<file path="config.mk">
export PLATFORM = sky130hd
export DESIGN_NAME = mono_text_attribute_renderer_flat
export DESIGN_NICKNAME = d
export VERILOG_FILES = /design/src/rtl/core/mtar_pkg.sv /design/src/rtl/core/mtar_cell_if.sv /design/src/rtl/core/mtar_pix_if.sv /design/src/rtl/core/mtar_attr_stage.sv /design/src/rtl/core/mtar_pixel_stage.sv /design/src/rtl/core/mono_text_attribute_renderer.sv /design/src/flat_wrapper.sv
export SDC_FILE = /design/constraint.sdc
export NUM_CORES = 1
export LEC_CHECK = 0
export BUFFER_PORTS_ARGS = -buffer_cell sky130_fd_sc_hd__buf_2
export CAP_MARGIN = 10
export CORE_MARGIN = 4
export CORE_UTILIZATION = 30
export DETAILED_ROUTE_END_ITERATION = 8
export SYNTH_ARGS = -nofsm -noshare
export SYNTH_HDL_FRONTEND = slang
export SYNTH_SLANG_ARGS = --single-unit
</file>
<file path="constraint.sdc">
create_clock -name clk -period 2.3 [get_ports clk]
set_input_delay 0.23 -clock clk [delete_from_list [all_inputs] [get_ports clk]]
set_output_delay 0.23 -clock clk [all_outputs]
set_load 0.01 [all_outputs]
</file>
<file path="src/rtl/core/mtar_pkg.sv">
package mtar_pkg;

    // Display modes
    localparam logic [1:0] MODE_OFF      = 2'd0;
    localparam logic [1:0] MODE_INTENSE  = 2'd1;
    localparam logic [1:0] MODE_BLINK    = 2'd2;
    localparam logic [1:0] MODE_GRAPHICS = 2'd3;

    // Configuration register indexes
    localparam int unsigned CFG_INDEX_W = 1;
    localparam int unsigned CFG_DATA_W  = 2;
    localparam logic [CFG_INDEX_W-1:0] REG_DISPLAY_MODE = 1'd0;
    localparam logic [CFG_INDEX_W-1:0] REG_NINE_DOT     = 1'd1;

    // Item kinds
    localparam logic KIND_CELL  = 1'b0;
    localparam logic KIND_VSYNC = 1'b1;

    // Palette indices
    localparam logic [1:0] PAL_BLACK  = 2'd0;
    localparam logic [1:0] PAL_DIM    = 2'd1;
    localparam logic [1:0] PAL_NORMAL = 2'd2;
    localparam logic [1:0] PAL_BRIGHT = 2'd3;

    // Attribute codes and masks
    localparam logic [7:0] ATTR_VISIBLE_MASK  = 8'h77;
    localparam logic [7:0] ATTR_REV           = 8'h70;
    localparam logic [7:0] ATTR_REV_FG_DIM    = 8'h78;
    localparam logic [7:0] ATTR_REV_BG_BRIGHT = 8'hF0;
    localparam logic [7:0] ATTR_REV_BOTH      = 8'hF8;
    localparam logic [2:0] ATTR_UNDERLINE     = 3'b001;

    // Line-drawing codes 0xC0-0xDF repeat the eighth pixel
    localparam logic [2:0] CHAR_LINE_TOP = 3'b110;

    localparam logic [4:0] COUNT_TEXT8  = 5'd8;
    localparam logic [4:0] COUNT_TEXT9  = 5'd9;
    localparam logic [4:0] COUNT_GRAPH  = 5'd16;

    // Cell captured at the input, with mode and frame bits snapped
    typedef struct packed {
        logic [7:0] char_code;
        logic [7:0] attribute;
        logic [7:0] glyph_bits;
        logic [7:0] second_byte;
        logic       cursor_here;
        logic [1:0] mode;
        logic       nine;
        logic       cursor_phase;  // frame bit 3
        logic       blink_phase;   // frame bit 4
    } cell_t;

    // Decoded cell: sixteen pattern bits plus colours
    typedef struct packed {
        logic [15:0] bits;
        logic [1:0]  fg;
        logic [1:0]  bg;
        logic        graphics;
        logic        nine;
        logic        ninth_on;
    } paint_t;

endpackage

</file>
<file path="src/rtl/core/mtar_cell_if.sv">
interface mtar_cell_if;
    logic       valid;
    logic       ready;
    logic       kind;
    logic [7:0] char_code;
    logic [7:0] attribute;
    logic [7:0] glyph_bits;
    logic [7:0] second_byte;
    logic       cursor_here;

    modport source (output valid, kind, char_code, attribute, glyph_bits, second_byte,
                    cursor_here, input ready);
    modport sink   (input valid, kind, char_code, attribute, glyph_bits, second_byte,
                    cursor_here, output ready);
endinterface

</file>
<file path="src/rtl/core/mtar_pix_if.sv">
interface mtar_pix_if;
    logic        valid;
    logic        ready;
    logic [31:0] pixel_indices;
    logic [4:0]  pixel_count;

    modport source (output valid, pixel_indices, pixel_count, input ready);
    modport sink   (input valid, pixel_indices, pixel_count, output ready);
endinterface

</file>
<file path="src/rtl/core/mtar_attr_stage.sv">
// Stage 2: attribute decode, produces pattern bits and colours.
module mtar_attr_stage (
    input  logic                clk,
    input  logic                rst_n,
    input  logic                in_valid,
    output logic                in_ready,
    input  mtar_pkg::cell_t     cell_data,
    output logic                out_valid,
    input  logic                out_ready,
    output mtar_pkg::paint_t    paint
);

    logic             valid_reg;
    mtar_pkg::paint_t paint_reg;
    mtar_pkg::paint_t paint_next;
    logic [7:0]       data;
    logic [1:0]       fg;
    logic [1:0]       bg;
    logic             underline;

    assign in_ready  = !valid_reg || out_ready;
    assign out_valid = valid_reg;
    assign paint     = paint_reg;
    assign underline = (cell_data.attribute[2:0] == mtar_pkg::ATTR_UNDERLINE);

    always_comb
    begin
        fg   = cell_data.attribute[3] ? mtar_pkg::PAL_BRIGHT : mtar_pkg::PAL_NORMAL;
        bg   = mtar_pkg::PAL_BLACK;
        data = cell_data.glyph_bits;
        if ((cell_data.attribute & mtar_pkg::ATTR_VISIBLE_MASK) == 8'h00)
        begin
            data = 8'h00;
        end

        if (cell_data.mode == mtar_pkg::MODE_INTENSE)
        begin
            unique case (cell_data.attribute)
                mtar_pkg::ATTR_REV:
                begin
                    bg = mtar_pkg::PAL_NORMAL;
                    fg = mtar_pkg::PAL_BLACK;
                end
                mtar_pkg::ATTR_REV_FG_DIM:
                begin
                    bg = mtar_pkg::PAL_NORMAL;
                    fg = mtar_pkg::PAL_DIM;
                end
                mtar_pkg::ATTR_REV_BG_BRIGHT:
                begin
                    bg = mtar_pkg::PAL_BRIGHT;
                    fg = mtar_pkg::PAL_BLACK;
                end
                mtar_pkg::ATTR_REV_BOTH:
                begin
                    bg = mtar_pkg::PAL_BRIGHT;
                    fg = mtar_pkg::PAL_DIM;
                end
                default:
                begin
                end
            endcase
            if ((cell_data.cursor_here && cell_data.cursor_phase) || underline)
            begin
                data = 8'hFF;
            end
        end
        else
        begin
            unique case (cell_data.attribute)
                mtar_pkg::ATTR_REV, mtar_pkg::ATTR_REV_BG_BRIGHT:
                begin
                    bg = mtar_pkg::PAL_NORMAL;
                    fg = mtar_pkg::PAL_BLACK;
                end
                mtar_pkg::ATTR_REV_FG_DIM, mtar_pkg::ATTR_REV_BOTH:
                begin
                    bg = mtar_pkg::PAL_NORMAL;
                    fg = mtar_pkg::PAL_DIM;
                end
                default:
                begin
                end
            endcase
            if (underline)
            begin
                data = 8'hFF;
            end
            if (cell_data.cursor_here)
            begin
                if (cell_data.cursor_phase)
                begin
                    data = 8'hFF;
                end
            end
            else if (cell_data.attribute[7] && cell_data.blink_phase)
            begin
                data = 8'h00;
            end
        end

        paint_next.nine = cell_data.nine;
        if (cell_data.mode == mtar_pkg::MODE_GRAPHICS)
        begin
            paint_next.bits     = {cell_data.glyph_bits, cell_data.second_byte};
            paint_next.fg       = mtar_pkg::PAL_NORMAL;
            paint_next.bg       = mtar_pkg::PAL_BLACK;
            paint_next.graphics = 1'b1;
            paint_next.ninth_on = 1'b0;
        end
        else
        begin
            paint_next.bits     = {data, 8'h00};
            paint_next.fg       = fg;
            paint_next.bg       = bg;
            paint_next.graphics = 1'b0;
            paint_next.ninth_on = (cell_data.char_code[7:5] == mtar_pkg::CHAR_LINE_TOP)
                                  && data[0];
        end
    end

    always_ff @(posedge clk or negedge rst_n)
    begin
        if (!rst_n)
        begin
            valid_reg <= 1'b0;
        end
        else if (in_ready)
        begin
            valid_reg <= in_valid;
        end
    end

    always_ff @(posedge clk)
    begin
        if (in_ready && in_valid)
        begin
            paint_reg <= paint_next;
        end
    end

endmodule

</file>
<file path="src/rtl/core/mtar_pixel_stage.sv">
// Stage 3: expands pattern bits into packed palette indices.
module mtar_pixel_stage (
    input  logic             clk,
    input  logic             rst_n,
    input  logic             in_valid,
    output logic             in_ready,
    input  mtar_pkg::paint_t paint,
    mtar_pix_if.source       pixels
);

    logic        valid_reg;
    logic [31:0] indices_reg;
    logic [31:0] indices_next;
    logic [4:0]  count_reg;
    logic [4:0]  count_next;

    assign in_ready             = !valid_reg || pixels.ready;
    assign pixels.valid         = valid_reg;
    assign pixels.pixel_indices = indices_reg;
    assign pixels.pixel_count   = count_reg;

    always_comb
    begin
        indices_next = '0;
        for (int k = 0; k < 16; k++)
        begin
            if (paint.graphics || k < 8)
            begin
                indices_next[31-2*k -: 2] = paint.bits[15-k] ? paint.fg : paint.bg;
            end
        end
        if (paint.graphics)
        begin
            count_next = mtar_pkg::COUNT_GRAPH;
        end
        else if (paint.nine)
        begin
            indices_next[15:14] = paint.ninth_on ? paint.fg : paint.bg;
            count_next = mtar_pkg::COUNT_TEXT9;
        end
        else
        begin
            count_next = mtar_pkg::COUNT_TEXT8;
        end
    end

    always_ff @(posedge clk or negedge rst_n)
    begin
        if (!rst_n)
        begin
            valid_reg <= 1'b0;
        end
        else if (in_ready)
        begin
            valid_reg <= in_valid;
        end
    end

    always_ff @(posedge clk)
    begin
        if (in_ready && in_valid)
        begin
            indices_reg <= indices_next;
            count_reg   <= count_next;
        end
    end

endmodule

</file>
<file path="src/rtl/core/mono_text_attribute_renderer.sv">
// Monochrome text cell renderer. Takes one item per cycle on cells while pixels
// is not stalled, and gives one row of 2-bit palette indices per drawn cell on
// pixels, first pixel in bits 31:30, unused bits zero. Three register stages
// (capture, attribute decode, pixel expansion) hold each cell in turn before its
// result is presented on pixels. Each stage takes a new item in the same cycle
// that its current one moves on, and only holds while its successor is full and
// stalled, so a stall on pixels backs up through the pipe without loss.
// A vertical-sync item (kind 1) advances the 5-bit frame counter when accepted
// and yields no result; cells accepted while the display is off yield none
// either. The frame counter's bit 3 blinks the cursor and bit 4 blinks text; the
// value sampled is the one current when the cell is accepted. Registers:
// index 0 display_mode (0 off, 1 text with intense background, 2 text with
// blinking, 3 two-byte graphics), index 1 nine_dot_cells. Write them only while
// the pipe is empty.
module mono_text_attribute_renderer (
    input  logic                                  clk,
    input  logic                                  rst_n,
    input  logic                                  cfg_we,
    input  logic [mtar_pkg::CFG_INDEX_W-1:0]      cfg_index,
    input  logic [mtar_pkg::CFG_DATA_W-1:0]       cfg_data,
    mtar_cell_if.sink                             cells,
    mtar_pix_if.source                            pixels
);

    // configuration and frame state
    logic [1:0]       display_mode_reg;
    logic             nine_dot_reg;
    logic [4:0]       frame_count_reg;

    // stage 1: capture
    logic             s1_valid_reg;
    mtar_pkg::cell_t  s1_cell_reg;
    mtar_pkg::cell_t  s1_cell_next;
    logic             s1_ready;
    logic             s1_take;

    // stage 2 -> stage 3
    logic             s2_valid;
    logic             s2_ready;
    mtar_pkg::paint_t s2_paint;

    logic             accept;

    assign cells.ready = !s1_valid_reg || s1_ready;
    assign accept      = cells.valid && cells.ready;
    // only drawn cells enter the pipe
    assign s1_take     = accept && (cells.kind == mtar_pkg::KIND_CELL)
                         && (display_mode_reg != mtar_pkg::MODE_OFF);

    always_comb
    begin
        s1_cell_next.char_code    = cells.char_code;
        s1_cell_next.attribute    = cells.attribute;
        s1_cell_next.glyph_bits   = cells.glyph_bits;
        s1_cell_next.second_byte  = cells.second_byte;
        s1_cell_next.cursor_here  = cells.cursor_here;
        s1_cell_next.mode         = display_mode_reg;
        s1_cell_next.nine         = nine_dot_reg;
        s1_cell_next.cursor_phase = frame_count_reg[3];
        s1_cell_next.blink_phase  = frame_count_reg[4];
    end

    always_ff @(posedge clk or negedge rst_n)
    begin
        if (!rst_n)
        begin
            display_mode_reg <= mtar_pkg::MODE_OFF;
            nine_dot_reg     <= 1'b1;
            frame_count_reg  <= 5'd0;
            s1_valid_reg     <= 1'b0;
        end
        else
        begin
            if (cfg_we)
            begin
                unique case (cfg_index)
                    mtar_pkg::REG_DISPLAY_MODE: display_mode_reg <= cfg_data[1:0];
                    mtar_pkg::REG_NINE_DOT:     nine_dot_reg     <= cfg_data[0];
                    default:
                    begin
                    end
                endcase
            end
            if (accept && (cells.kind == mtar_pkg::KIND_VSYNC))
            begin
                frame_count_reg <= frame_count_reg + 5'd1;
            end
            if (cells.ready)
            begin
                s1_valid_reg <= s1_take;
            end
        end
    end

    always_ff @(posedge clk)
    begin
        if (s1_take)
        begin
            s1_cell_reg <= s1_cell_next;
        end
    end

    mtar_attr_stage u_attr (
        .clk       (clk),
        .rst_n     (rst_n),
        .in_valid  (s1_valid_reg),
        .in_ready  (s1_ready),
        .cell_data (s1_cell_reg),
        .out_valid (s2_valid),
        .out_ready (s2_ready),
        .paint     (s2_paint)
    );

    mtar_pixel_stage u_pixel (
        .clk      (clk),
        .rst_n    (rst_n),
        .in_valid (s2_valid),
        .in_ready (s2_ready),
        .paint    (s2_paint),
        .pixels   (pixels)
    );

    // A result carries one of the three legal pixel counts.
    assert property (@(posedge clk) disable iff (!rst_n)
        pixels.valid |-> (pixels.pixel_count == mtar_pkg::COUNT_TEXT8
                       || pixels.pixel_count == mtar_pkg::COUNT_TEXT9
                       || pixels.pixel_count == mtar_pkg::COUNT_GRAPH))
        else $error("illegal pixel count");

    // Text rows leave everything past the ninth pixel clear.
    assert property (@(posedge clk) disable iff (!rst_n)
        (pixels.valid && pixels.pixel_count != mtar_pkg::COUNT_GRAPH)
            |-> (pixels.pixel_indices[13:0] == 14'd0))
        else $error("text row has stray pixels");

    // A vsync item advances the frame counter by one.
    assert property (@(posedge clk) disable iff (!rst_n)
        (accept && cells.kind == mtar_pkg::KIND_VSYNC)
            |=> (frame_count_reg == $past(frame_count_reg) + 5'd1))
        else $error("frame counter did not advance");

    // Nothing enters the pipe from a vsync item.
    assert property (@(posedge clk) disable iff (!rst_n)
        (accept && cells.kind == mtar_pkg::KIND_VSYNC) |=> !s1_valid_reg)
        else $error("vsync item entered the pipe");

endmodule
</file>
<file path="src/flat_wrapper.sv">
// flat-port wrapper written by rule: the top's interface ports become plain ports
module mono_text_attribute_renderer_flat 
  (clk, rst_n, cfg_we, cfg_index, cfg_data, cells_valid, cells_kind, cells_char_code, cells_attribute, cells_glyph_bits, cells_second_byte, cells_cursor_here, cells_ready, pixels_valid, pixels_pixel_indices, pixels_pixel_count, pixels_ready);
  mtar_cell_if cells_i ();
  mtar_pix_if pixels_i ();
  input  logic clk;
  input  logic rst_n;
  input  logic cfg_we;
  input  logic [mtar_pkg::CFG_INDEX_W-1:0] cfg_index;
  input  logic [mtar_pkg::CFG_DATA_W-1:0] cfg_data;
  input wire logic [$bits(cells_i.valid)-1:0] cells_valid;
  input wire logic [$bits(cells_i.kind)-1:0] cells_kind;
  input wire logic [$bits(cells_i.char_code)-1:0] cells_char_code;
  input wire logic [$bits(cells_i.attribute)-1:0] cells_attribute;
  input wire logic [$bits(cells_i.glyph_bits)-1:0] cells_glyph_bits;
  input wire logic [$bits(cells_i.second_byte)-1:0] cells_second_byte;
  input wire logic [$bits(cells_i.cursor_here)-1:0] cells_cursor_here;
  output wire logic [$bits(cells_i.ready)-1:0] cells_ready;
  output wire logic [$bits(pixels_i.valid)-1:0] pixels_valid;
  output wire logic [$bits(pixels_i.pixel_indices)-1:0] pixels_pixel_indices;
  output wire logic [$bits(pixels_i.pixel_count)-1:0] pixels_pixel_count;
  input wire logic [$bits(pixels_i.ready)-1:0] pixels_ready;
  assign cells_i.valid = cells_valid;
  assign cells_i.kind = cells_kind;
  assign cells_i.char_code = cells_char_code;
  assign cells_i.attribute = cells_attribute;
  assign cells_i.glyph_bits = cells_glyph_bits;
  assign cells_i.second_byte = cells_second_byte;
  assign cells_i.cursor_here = cells_cursor_here;
  assign cells_ready = cells_i.ready;
  assign pixels_valid = pixels_i.valid;
  assign pixels_pixel_indices = pixels_i.pixel_indices;
  assign pixels_pixel_count = pixels_i.pixel_count;
  assign pixels_i.ready = pixels_ready;
  mono_text_attribute_renderer u_core (.clk(clk), .rst_n(rst_n), .cfg_we(cfg_we), .cfg_index(cfg_index), .cfg_data(cfg_data), .cells(cells_i), .pixels(pixels_i));
endmodule
</file>
==> impl_results.md, run 1 <==
- Final nets: 369
- Final Max Tran Viols: 0
- Largest net degree at the start of global routing: 36
- Slew HR: 59.57%
- All-Layer GR Usage: 9.438%
- Die ar.: 0.01532 sq mm
- Crit path DAT: 1.66 ns
- Drt wl/cell: 13.47 um
- Layout area overhead: 21.63%
- Fmax: 0.6196 GHz
- # Post-CTS Setup Buffers: 0
- Maxcap violations: 0
- Post-Route Skew: 0.009046 ns
- Clock-pin slew of the registers on the worst-case setup and hold paths: 0.07 ns
- Worst-margin pin slew: 0.6065 ns
- # diodes: 0
- VDD IR-drop max: 382.1 uV
- Asr flop ratio synth: 10.78%
- Drc violations: 0
- First-pass GRT wire length: 11.00 mm
- RSZ-0062 raised after global routing: false
- Combinational share of power: 8.8%
- Final WL: 6.828 mm
- Crit start category: register
- Ranking of synthesized cells by area: edfxtp_1, dfrtp_1, mux2_2
- Seq pwr share: 56.1%
- Total power: 4.145 mW
- Via count: 2112
- Synth Warn #: 0
- Outcome: finished clean
- Setup TNS: 0 ns
- Dominant synthesized flop cell: edfxtp_1
- Initial DRC count: 83
- Clk pwr share: 35.1%
- Port-buffer cells: 73
- Critical-path maximum fanout: 11
- Share of post-route cells with drive strength above 1: 36.25%
- CTS Sinks: 102
- Post-synth EDFFs: 91
- Required @ worst endpoint: 2.35 ns
- Dpl hpwl: 4.904 mm
- Post-Syn Area: 0.004020 sq mm
- Deepest clock path buffer count: 2
- Post-route ant nets: 0
- Crit Path Class: register to register
- Synth top area share: 67.97%
- LEAKAGE: 1.880 nW
- Most frequent cell after synthesis: edfxtp_1
- Cts repair resizes: 0
- Clock Latency Late Sink: 0.33 ns
- Worst Setup End Kind: register
- Initial core utilization: 30.48%
- # IOs: 81
- GR Overflow Total: 0
- Sw Share: 23.66%
- PwrDens: 847.7 mW/mm^2
- Switching power: 0.9806 mW
- Root buffer cell: clkbuf_16
- Initial antenna violation count: 0
- Number of flip-flops in the largest register: 33
- Mean post-synth cell area: 16.28 sq um
- Number of global-route vias before repair: 2186
- Die Ht: 123.8 um
- Finish-stage setup viols: 0
- Top post-synthesis cells by count: edfxtp_1, mux2_2, mux2i_1
- Post-synth cell types: 37
- GP Congestion: 0.7135
- TritonCTS Buffers: 9
- Final period util: 70.17%
- CTS tree: built
- Hold WC Path Type: primary input to register
- Int Power: 3.164 mW
- Synthesized flop and latch total: 102
- Min cycle time layout: 1.614 ns
- CTS H-Tree Depth: 3
- Chip width: 123.8 um
- DR vias/cell: 4.166
- Synth Instances: 247
- Final Hold Fails: 0
- Drt pass-1 iters: 4
- Area leader, netlist: edfxtp_1
- Core Box Area: 0.01319 sq mm
- Proportion of synthesized chip area in sequential cells: 74.85%
- Num rows: 42
## worst max-delay path, cell delays in order, from the launching register on
cell	delay [ns]
edfxtp_1	0.52
nand4bb_1	0.30
o211ai_1	0.31
o311ai_1	0.20
## final cells by class
class / count / area, sq um
inverters: 12 / 45.04
repair buffers: 77 / 397.9
clock buffers: 9 / 225.2
well taps: 176 / 220.2
multi-input cells: 124 / 925.9
clock inverters: 7 / 66.31
flip-flops and latches: 102 / 3009
fillers: 1249 / 8300
## worst paths after layout
kind,start,endpoint,slack (ns),cells past startpoint
min in group asynchronous,rst_n,u_core.frame_count_reg[0],0.29,2
max in group asynchronous,rst_n,u_core.nine_dot_reg,1.74,2
setup / recovery,u_core.s1_cell_reg[3],u_core.u_attr.paint[22],0.69,3
hold / removal,cells_char_code[5],u_core.s1_cell_reg[35],0.06,1
setup reg to reg,u_core.s1_cell_reg[3],u_core.u_attr.paint[22],0.69,3
hold reg to reg,u_core.s1_cell_reg[2],u_core.u_attr.paint[1],0.43,0
## per-stage QoR
step	cells	hold slack [ns]	setup slack [ns]	area, sq um	utilization (%)
final	507	0.06417	0.6860	4890	37.07
after floorplan	248	-0.06559	0.2420	4026	-
after detailed placement	490	0.1155	0.6405	4588	34.78
after CTS	507	0.05339	0.6334	4890	37.07
after global routing	507	0.04699	0.5038	4890	37.07
after global placement	490	0.1082	0.7048	4588	34.78
## cell families (layout without fill, tap and decap cells)
| family | Yosys count | in the layout | synth area share, % |
|---|---|---|---|
| flip-flops | 102 | 102 | 74.85 |
| AO/OA/AOI/OAI | 14 | 14 | 2.708 |
| adder cells (fa/ha/maj) | 1 | 1 | 0.3112 |
| AND/OR/NAND/NOR | 65 | 65 | 8.808 |
| XOR/XNOR | 4 | 4 | 0.8714 |
| other | 1 | 2 | 0.09328 |
| buffers and inverters | 22 | 105 | 2.272 |
| multiplexers | 38 | 38 | 10.08 |
## timing repair
| action | CTS | global route |
|---|---|---|
| hold buffers | 1 | 0 |
| setup endpoints to repair | 0 | 0 |
| endpoints found under the hold margin | 11 | 0 |
## power by group through the flow
stage	clock [mW]	sequential (mW)	combinational (mW)
after CTS	1.50	2.33	0.375
final	1.45	2.33	0.365
after floorplan	0	2.36	0.225
after global placement	0	2.37	0.362
after global routing	1.57	2.35	0.415
after detailed placement	0	2.37	0.372
## per-layer routing
metal	GRT usage, %	share of wire [%]	vias to the layer above
met5	0	0	-
met4	3.737	1.8	0
met3	2.180	4.9	8
met1	12.59	46	972
met2	14.94	47	52
li1	-	-	1080
## placed cells by master (no fill, tap or decap), drive strengths merged
| master | n |
|---|---|
| nand3b | 2 |
| or2 | 1 |
| nand2 | 15 |
| xnor2 | 4 |
| clkbuf | 9 |
| inv | 15 |
| o21ai | 1 |
| clkinvlp | 1 |
| nor2 | 16 |
| nor3b | 1 |
| nand4b | 1 |
| mux2i | 18 |
| nor3 | 1 |
| a211oi | 1 |
| conb | 2 |
| nand4 | 3 |
| or3 | 3 |
| mux2 | 20 |
| dlygate4sd3 | 1 |
| nand3 | 2 |
| nor2b | 2 |
| and3 | 10 |
| ha | 1 |
| and2 | 4 |
| nand2b | 3 |
| clkinv | 3 |
| o311ai | 7 |
| dfstp | 1 |
| dfrtp | 10 |
| buf | 76 |
| o22ai | 2 |
| o211ai | 3 |
| edfxtp | 91 |
| nand4bb | 1 |
Power figures use the tool's default switching activity.
==> run 2, diff against run 1 <==
- ABC_AREA: not set -> 1
- clock period: 2.3 -> 1.6 ns (I/O delays scaled with it)
==> impl_results.md, run 2 <==
- Drt pass-1 iters: 4 (unchanged)
- Cells after DPL: 566 (was 490)
- GP Congestion: 0.7361 (was 0.7135)
- Drt wl/cell: 12.00 um (was 13.47 um)
- Final nets: 471 (was 369)
- Chip width: 123.7 um (was 123.8 um)
- CTS Sinks: 102 (unchanged)
- WHS Path Cells: 1 (unchanged)
- Layout area overhead: 30.15% (was 21.63%)
- Crit Path Class: register to register (unchanged)
- Required @ worst endpoint: 1.88 ns (was 2.35 ns)
- Crit path DAT: 1.65 ns (was 1.66 ns)
- Share of post-route cells with drive strength above 1: 24.94% (was 36.25%)
- Setup TNS: 0 ns (unchanged)
- Ranking of synthesized cells by area: edfxtp_1, nand2_1, dfrtp_1 (was edfxtp_1, dfrtp_1, mux2_2)
- Synth top area share: 68.02% (was 67.97%)
- Post-Syn Area: 0.004018 sq mm (was 0.004020 sq mm)
- Proportion of synthesized chip area in sequential cells: 74.90% (was 74.85%)
- TritonCTS Buffers: 9 (unchanged)
- Synth Warn #: 0 (unchanged)
- # IOs: 81 (unchanged)
- Worst Path Buf+Inv: 1 (was 0)
- Num rows: 42 (unchanged)
- Stages on the worst setup path: 3 (unchanged)
- Root buffer cell: clkbuf_16 (unchanged)
- VDD IR-drop max: 500.6 uV (was 382.1 uV)
- CTS H-Tree Depth: 3 (unchanged)
- All-Layer GR Usage: 10.16% (was 9.438%)
- # diodes: 0 (unchanged)
- Outcome: finished clean (unchanged)
- Synth Instances: 318 (was 247)
- CTS tree: built (unchanged)
- Core Box Area: 0.01319 sq mm (unchanged)
- Cells along the critical path: a21oi_1, a31oi_1, dlygate4sd3_1 (was nand4bb_1, o211ai_1, o311ai_1)
- # Post-CTS Setup Buffers: 0 (unchanged)
- Via count: 2518 (was 2112)
- Critical-path maximum fanout: 2 (was 11)
- Port-buffer cells: 73 (unchanged)
- First-pass GRT wire length: 11.99 mm (was 11.00 mm)
- PwrDens: 1143 mW/mm^2 (was 847.7 mW/mm^2)
- Worst-margin pin slew: 0.5292 ns (was 0.6065 ns)
- Final cell count without fillers: 609 (was 507)
- Die ar.: 0.01531 sq mm (was 0.01532 sq mm)
- Dominant synthesized flop cell: edfxtp_1 (unchanged)
- Largest net degree at the start of global routing: 36 (unchanged)
- Fin util: 39.64% (was 37.07%)
- Final Hold Fails: 0 (unchanged)
- Worst reg-to-reg setup slack: 0.23 ns (was 0.69 ns)
- Number of global-route vias before repair: 2538 (was 2186)
- Critical path's slowest cell: dlygate4sd3_1 (was edfxtp_1)
- Synthesized flop and latch total: 102 (unchanged)
- Top post-synthesis cells by count: edfxtp_1, nand2_1, o21ai_0 (was edfxtp_1, mux2_2, mux2i_1)
- Finish-stage setup viols: 0 (unchanged)
- Maxcap violations: 0 (unchanged)
- Initial antenna violation count: 0 (unchanged)
- Final period util: 85.60% (was 70.17%)
- Most common cell after layout, fill and taps aside: edfxtp_1 (unchanged)
- Hold path endpoint: u_core.s1_cell_reg[25] (was u_core.s1_cell_reg[35])
- Placed cell area: 0.004676 sq mm (was 0.004588 sq mm)
- Mean post-synth cell area: 12.63 sq um (was 16.28 sq um)
- Initial core utilization: 30.46% (was 30.48%)
- Final Max Tran Viols: 0 (unchanged)
- LEAKAGE: 2.134 nW (was 1.880 nW)
- Asr flop ratio synth: 10.78% (unchanged)
- Hold WC Path Type: primary input to register (unchanged)
- Fmax: 0.7302 GHz (was 0.6196 GHz)
- Crit start category: register (unchanged)
- Most frequent cell after synthesis: edfxtp_1 (unchanged)
- Clock Latency Late Sink: 0.33 ns (about the same)
- FF-to-FF path depth: 3 (unchanged)
- Slew HR: 64.72% (was 59.57%)
- Post-synth EDFFs: 91 (unchanged)
- Min cycle time layout: 1.370 ns (was 1.614 ns)
- Hold path start: cells_attribute[3] (was cells_char_code[5])
- Initial DRC count: 113 (was 83)
- Deepest clock path buffer count: 2 (unchanged)
- CP top delay family: buffers and inverters (was flip-flops)
- Total power: 5.975 mW (was 4.145 mW)
- Worst reg2reg startpoint: u_core.nine_dot_reg (was u_core.s1_cell_reg[3])
- GR Overflow Total: 0 (unchanged)
- Clock-pin slew of the registers on the worst-case setup and hold paths: 0.06 ns (was 0.07 ns)
- RSZ-0062 raised after global routing: false (unchanged)
- Cts repair resizes: 0 (unchanged)
- Crit-path max cell delay: 0.58 ns (was 0.52 ns)
- Final WL: 7.311 mm (was 6.828 mm)
- Worst Setup End Kind: register (unchanged)
- Drc violations: 0 (unchanged)
- Most frequent cells in the layout: edfxtp_1, nand2_1, buf_2 (was edfxtp_1, buf_2, mux2_2)
- Post-synth cell types: 30 (was 37)
- Dpl hpwl: 5.246 mm (was 4.904 mm)
- DR vias/cell: 4.135 (was 4.166)
- Reg2reg end: u_core.nine_dot_reg (was u_core.u_attr.paint[22])
- Post-route ant nets: 0 (unchanged)
- Post-Route Skew: 0.004211 ns (was 0.009046 ns)
- Number of flip-flops in the largest register: 33 (unchanged)
- Die Ht: 123.7 um (was 123.8 um)
- Area leader, netlist: edfxtp_1 (unchanged)
- Post-route cell area: 0.005229 sq mm (was 0.004890 sq mm)
## run 2: cells by family after synthesis
kind of cell | share of synthesized area [%]
simple gates | 11.59
flops | 74.90
compound gates | 8.004
buf+inv | 4.173
xor+xnor | 0.6541
fa+ha+maj | 0.3114
other cells | 0.09334
mux | 0.2803
## run 2: worst max-delay path by stage
| stage | from | endpoint | slack [ns] |
|---|---|---|---|
| after floorplan | u_core.u_pixel.pixels.valid | u_core.s1_cell_reg[0] | 0.02 |
| after global placement | u_core.u_pixel.pixels.valid | u_core.s1_cell_reg[17] | 0.32 |
| after detailed placement | u_core.u_pixel.pixels.valid | u_core.s1_cell_reg[36] | 0.30 |
| after CTS | u_core.nine_dot_reg | u_core.nine_dot_reg | 0.27 |
| after global routing | u_core.s1_cell_reg[24] | u_core.u_attr.paint[18] | 0.18 |
| final | u_core.nine_dot_reg | u_core.nine_dot_reg | 0.23 |
## run 2: area by class of cell
class | count | area, sq um
Sequential cell | 102 | 3010
Clock inverter | 5 | 50.05
Multi-Input combinational cell | 177 | 874.6
Inverter | 32 | 122.6
Fill cell | 1265 | 7961
Clock buffer | 11 | 232.7
Timing Repair Buffer | 106 | 718.2
Tap cell | 176 | 220.2
## run 2: what timing repair did
item                                    in CTS  in global routing
endpoints found under the setup margin       0                  0
hold buffers                                25                  2
endpoints found under the hold margin       34                  2
## run 2: metrics by stage
| stage | hold WS (ns) | setup WS [ns] |
|---|---|---|
| floorplan | -0.1356 | 0.02417 |
| global placement | 0.03970 | 0.3235 |
| detailed placement | 0.05102 | 0.2971 |
| CTS | 0.0001256 | 0.2686 |
| global route | 0.009198 | 0.1778 |
| finish | 0.01993 | 0.2305 |
## run 2: report_power, final
| part | leakage (nW) | total (mW) | internal, mW | switching [mW] |
|---|---|---|---|---|
| Clock | 0.135 | 2.06 | 1.20 | 0.857 |
| Combinational | 1.02 | 0.616 | 0.274 | 0.342 |
| Sequential | 0.979 | 3.30 | 3.17 | 0.132 |
| Total | 2.13 | 5.98 | 4.64 | 1.33 |
## run 2: layer usage
layer / GRT usage [%] / vias up / routed length (um)
met5: 0 / - / 0
met4: 4.083 / 0 / 103
met3: 3.315 / 8 / 460
met2: 16.02 / 68 / 3378
met1: 12.94 / 1130 / 3369
li1: - / 1312 / -
==> run 3, diff against run 2 <==
--- a/config.mk
+++ b/config.mk
@@ -12,4 +12,6 @@
 export CORE_UTILIZATION = 30
 export DETAILED_ROUTE_END_ITERATION = 8
+export GPL_TIMING_DRIVEN = 0
+export PLACE_DENSITY_LB_ADDON = 0.05
 export SYNTH_ARGS = -nofsm -noshare
 export SYNTH_HDL_FRONTEND = slang
==> constraint.sdc (replaced) <==
create_clock -name clk -period 1.6 [get_ports clk]
set_input_delay 0.16 -clock clk [delete_from_list [all_inputs] [get_ports clk]]
set_output_delay 0.16 -clock clk [all_outputs]
set_load 0.05 [all_outputs]
==> impl_results.md, run 3 (same netlist as run 2, synthesis figures left out) <==
- Stages on the worst setup path: 3 (unchanged)
- PwrDens: 1151 mW/mm^2 (was 1143 mW/mm^2)
- Number of global-route vias before repair: 2344 (was 2538)
- Worst Path Buf+Inv: 0 (was 1)
- Worst setup path endpoint: u_core.s1_cell_reg[29] (was u_core.nine_dot_reg)
- Final period util: 93.57% (was 85.60%)
- CP top delay family: simple AND/OR/NAND/NOR gates (was buffers and inverters)
- Die ar.: 0.01531 sq mm (unchanged)
- Min cycle time layout: 1.497 ns (was 1.370 ns)
- CTS H-Tree Depth: 3 (unchanged)
- LEAKAGE: 2.152 nW (was 2.134 nW)
- Crit path from: u_core.u_pixel.pixels.valid (was u_core.nine_dot_reg)
- Layout area overhead: 31.61% (was 30.15%)
- Final nets: 483 (was 471)
- DR vias/cell: 4.063 (was 4.135)
- Drt pass-1 iters: 4 (unchanged)
- Most common cell after layout, fill and taps aside: edfxtp_1 (unchanged)
- Worst Setup End Kind: register (unchanged)
- Clock Latency Late Sink: 0.34 ns (was 0.33 ns)
- GR Overflow Total: 0 (unchanged)
- Final cell count without fillers: 621 (was 609)
- Placed cell area: 0.004638 sq mm (was 0.004676 sq mm)
- WHS Path Cells: 2 (was 1)
- Required @ worst endpoint: 1.59 ns (was 1.88 ns)
- Core Box Area: 0.01319 sq mm (unchanged)
- All-Layer GR Usage: 10.95% (was 10.16%)
- Chip width: 123.7 um (unchanged)
- Crit-path max cell delay: 0.50 ns (was 0.58 ns)
- GP Congestion: 0.7187 (was 0.7361)
- Die Ht: 123.7 um (unchanged)
- Share of post-route cells with drive strength above 1: 25.84% (was 24.94%)
- Worst reg2reg startpoint: u_core.u_pixel.pixels.valid (was u_core.nine_dot_reg)
- Critical path's slowest cell: dfrtp_2 (was dlygate4sd3_1)
- CTS tree: built (unchanged)
- Outcome: finished clean (unchanged)
- Drc violations: 0 (unchanged)
- Root buffer cell: clkbuf_16 (unchanged)
- RSZ-0062 raised after global routing: false (unchanged)
- Crit Path Class: register to register (unchanged)
- Drt wl/cell: 12.66 um (was 12.00 um)
- Critical-path maximum fanout: 16 (was 2)
- TritonCTS Buffers: 9 (unchanged)
- Cells after DPL: 568 (was 566)
- Maxcap violations: 0 (unchanged)
- First-pass GRT wire length: 12.29 mm (was 11.99 mm)
- Deepest clock path buffer count: 2 (unchanged)
- CTS Sinks: 102 (unchanged)
- Total power: 6.084 mW (was 5.975 mW)
- Fmax: 0.6679 GHz (was 0.7302 GHz)
- Largest net degree at the start of global routing: 19 (was 36)
- Initial core utilization: 30.46% (unchanged)
- Reg2reg end: u_core.s1_cell_reg[29] (was u_core.nine_dot_reg)
- # diodes: 0 (unchanged)
- Crit path DAT: 1.49 ns (was 1.65 ns)
- Cells along the critical path: nand4_4, nand2_2, nor2_4 (was a21oi_1, a31oi_1, dlygate4sd3_1)
- Final Max Tran Viols: 0 (unchanged)
- Final WL: 7.860 mm (was 7.311 mm)
- Worst-margin pin slew: 0.6496 ns (was 0.5292 ns)
- Slew HR: 56.59% (was 64.72%)
- Initial antenna violation count: 0 (unchanged)
- Post-route ant nets: 0 (unchanged)
- VDD IR-drop max: 384.2 uV (was 500.6 uV)
- Final Hold Fails: 0 (unchanged)
- Num rows: 42 (unchanged)
- Finish-stage setup viols: 0 (unchanged)
- Dpl hpwl: 5.096 mm (was 5.246 mm)
- Clock-pin slew of the registers on the worst-case setup and hold paths: 0.06 ns (about the same)
- Hold WC Path Type: primary input to register (unchanged)
- Most frequent cells in the layout: edfxtp_1, buf_2, nand2_1 (was edfxtp_1, nand2_1, buf_2)
- Worst reg-to-reg setup slack: 0.10 ns (was 0.23 ns)
- Port-buffer cells: 73 (unchanged)
- Post-Route Skew: 0.006048 ns (was 0.004211 ns)
- Crit start category: register (unchanged)
- Initial DRC count: 156 (was 113)
- # IOs: 81 (unchanged)
- Number of flip-flops in the largest register: 33 (unchanged)
- FF-to-FF path depth: 3 (unchanged)
- Post-route cell area: 0.005288 sq mm (was 0.005229 sq mm)
- Via count: 2523 (was 2518)
run 3: worst min-delay path by stage:
stage | end | slack, ns | start
finish | u_core.display_mode_reg[1] | 0.05 | cfg_data[1]
global route | u_core.display_mode_reg[1] | 0.04 | cfg_data[1]
CTS | u_core.display_mode_reg[1] | 0.03 | cfg_data[1]
detailed placement | u_core.display_mode_reg[1] | 0.05 | rst_n
global placement | u_core.display_mode_reg[1] | 0.06 | rst_n
floorplan | u_core.display_mode_reg[0] | -0.14 | rst_n
run 3: layout make-up:
class,count,area [sq um]
Fill cell,1266,7903
Sequential cell,102,3010
Multi-Input combinational cell,179,902.1
Timing Repair Buffer,107,723.2
Clock buffer,14,244.0
Tap cell,176,220.2
Inverter,32,126.4
Buffer,8,45.04
Clock inverter,2,8.758
Timing Repair inverter,1,7.507
run 3: through the flow:
step / TNS, ns / setup WS (ns) / hold slack (ns) / utilization (%)
6_report: 0 / 0.1029 / 0.04533 / 40.09
5_1_grt: 0 / 0.006393 / 0.03582 / 40.09
4_1_cts: -0.1298 / -0.008870 / 0.02801 / 39.73
3_5_place_dp: -15.58 / -0.2339 / 0.04889 / 35.16
3_3_place_gp: -14.21 / -0.2144 / 0.05664 / 35.16
2_1_floorplan: -8.253 / -0.2304 / -0.1356 / -
run 3: repair_timing:
item                                    in CTS  in global routing
gates resized for setup                      5                  0
hold buffers                                31                  0
hold endpoints to repair                    40                  0
endpoints found under the setup margin      91                 40
pin swaps                                    1                  1
gates cloned                                 3                  0
setup buffers                                0                  3
run 3: power breakdown:
| group | leakage [nW] | total [mW] | internal, mW | switching, mW |
|---|---|---|---|---|
| combinational | 1.05 | 0.847 | 0.281 | 0.566 |
| sequential | 0.979 | 3.31 | 3.17 | 0.136 |
| clock | 0.122 | 1.93 | 1.05 | 0.880 |
run 3: worst register-to-register path: stages (launching register included):
cell,delay (ns)
dfrtp_2,0.50
nand4_4,0.15
nand2_2,0.12
nor2_4,0.38
run 3: per-layer routing:
layer,track usage (%),vias to the layer above,share of wire (%)
met5,0,-,0
met4,5.813,0,2.3
met3,2.952,12,4.9
met2,15.75,59,43
met1,15.07,1110,50
li1,-,1342,-
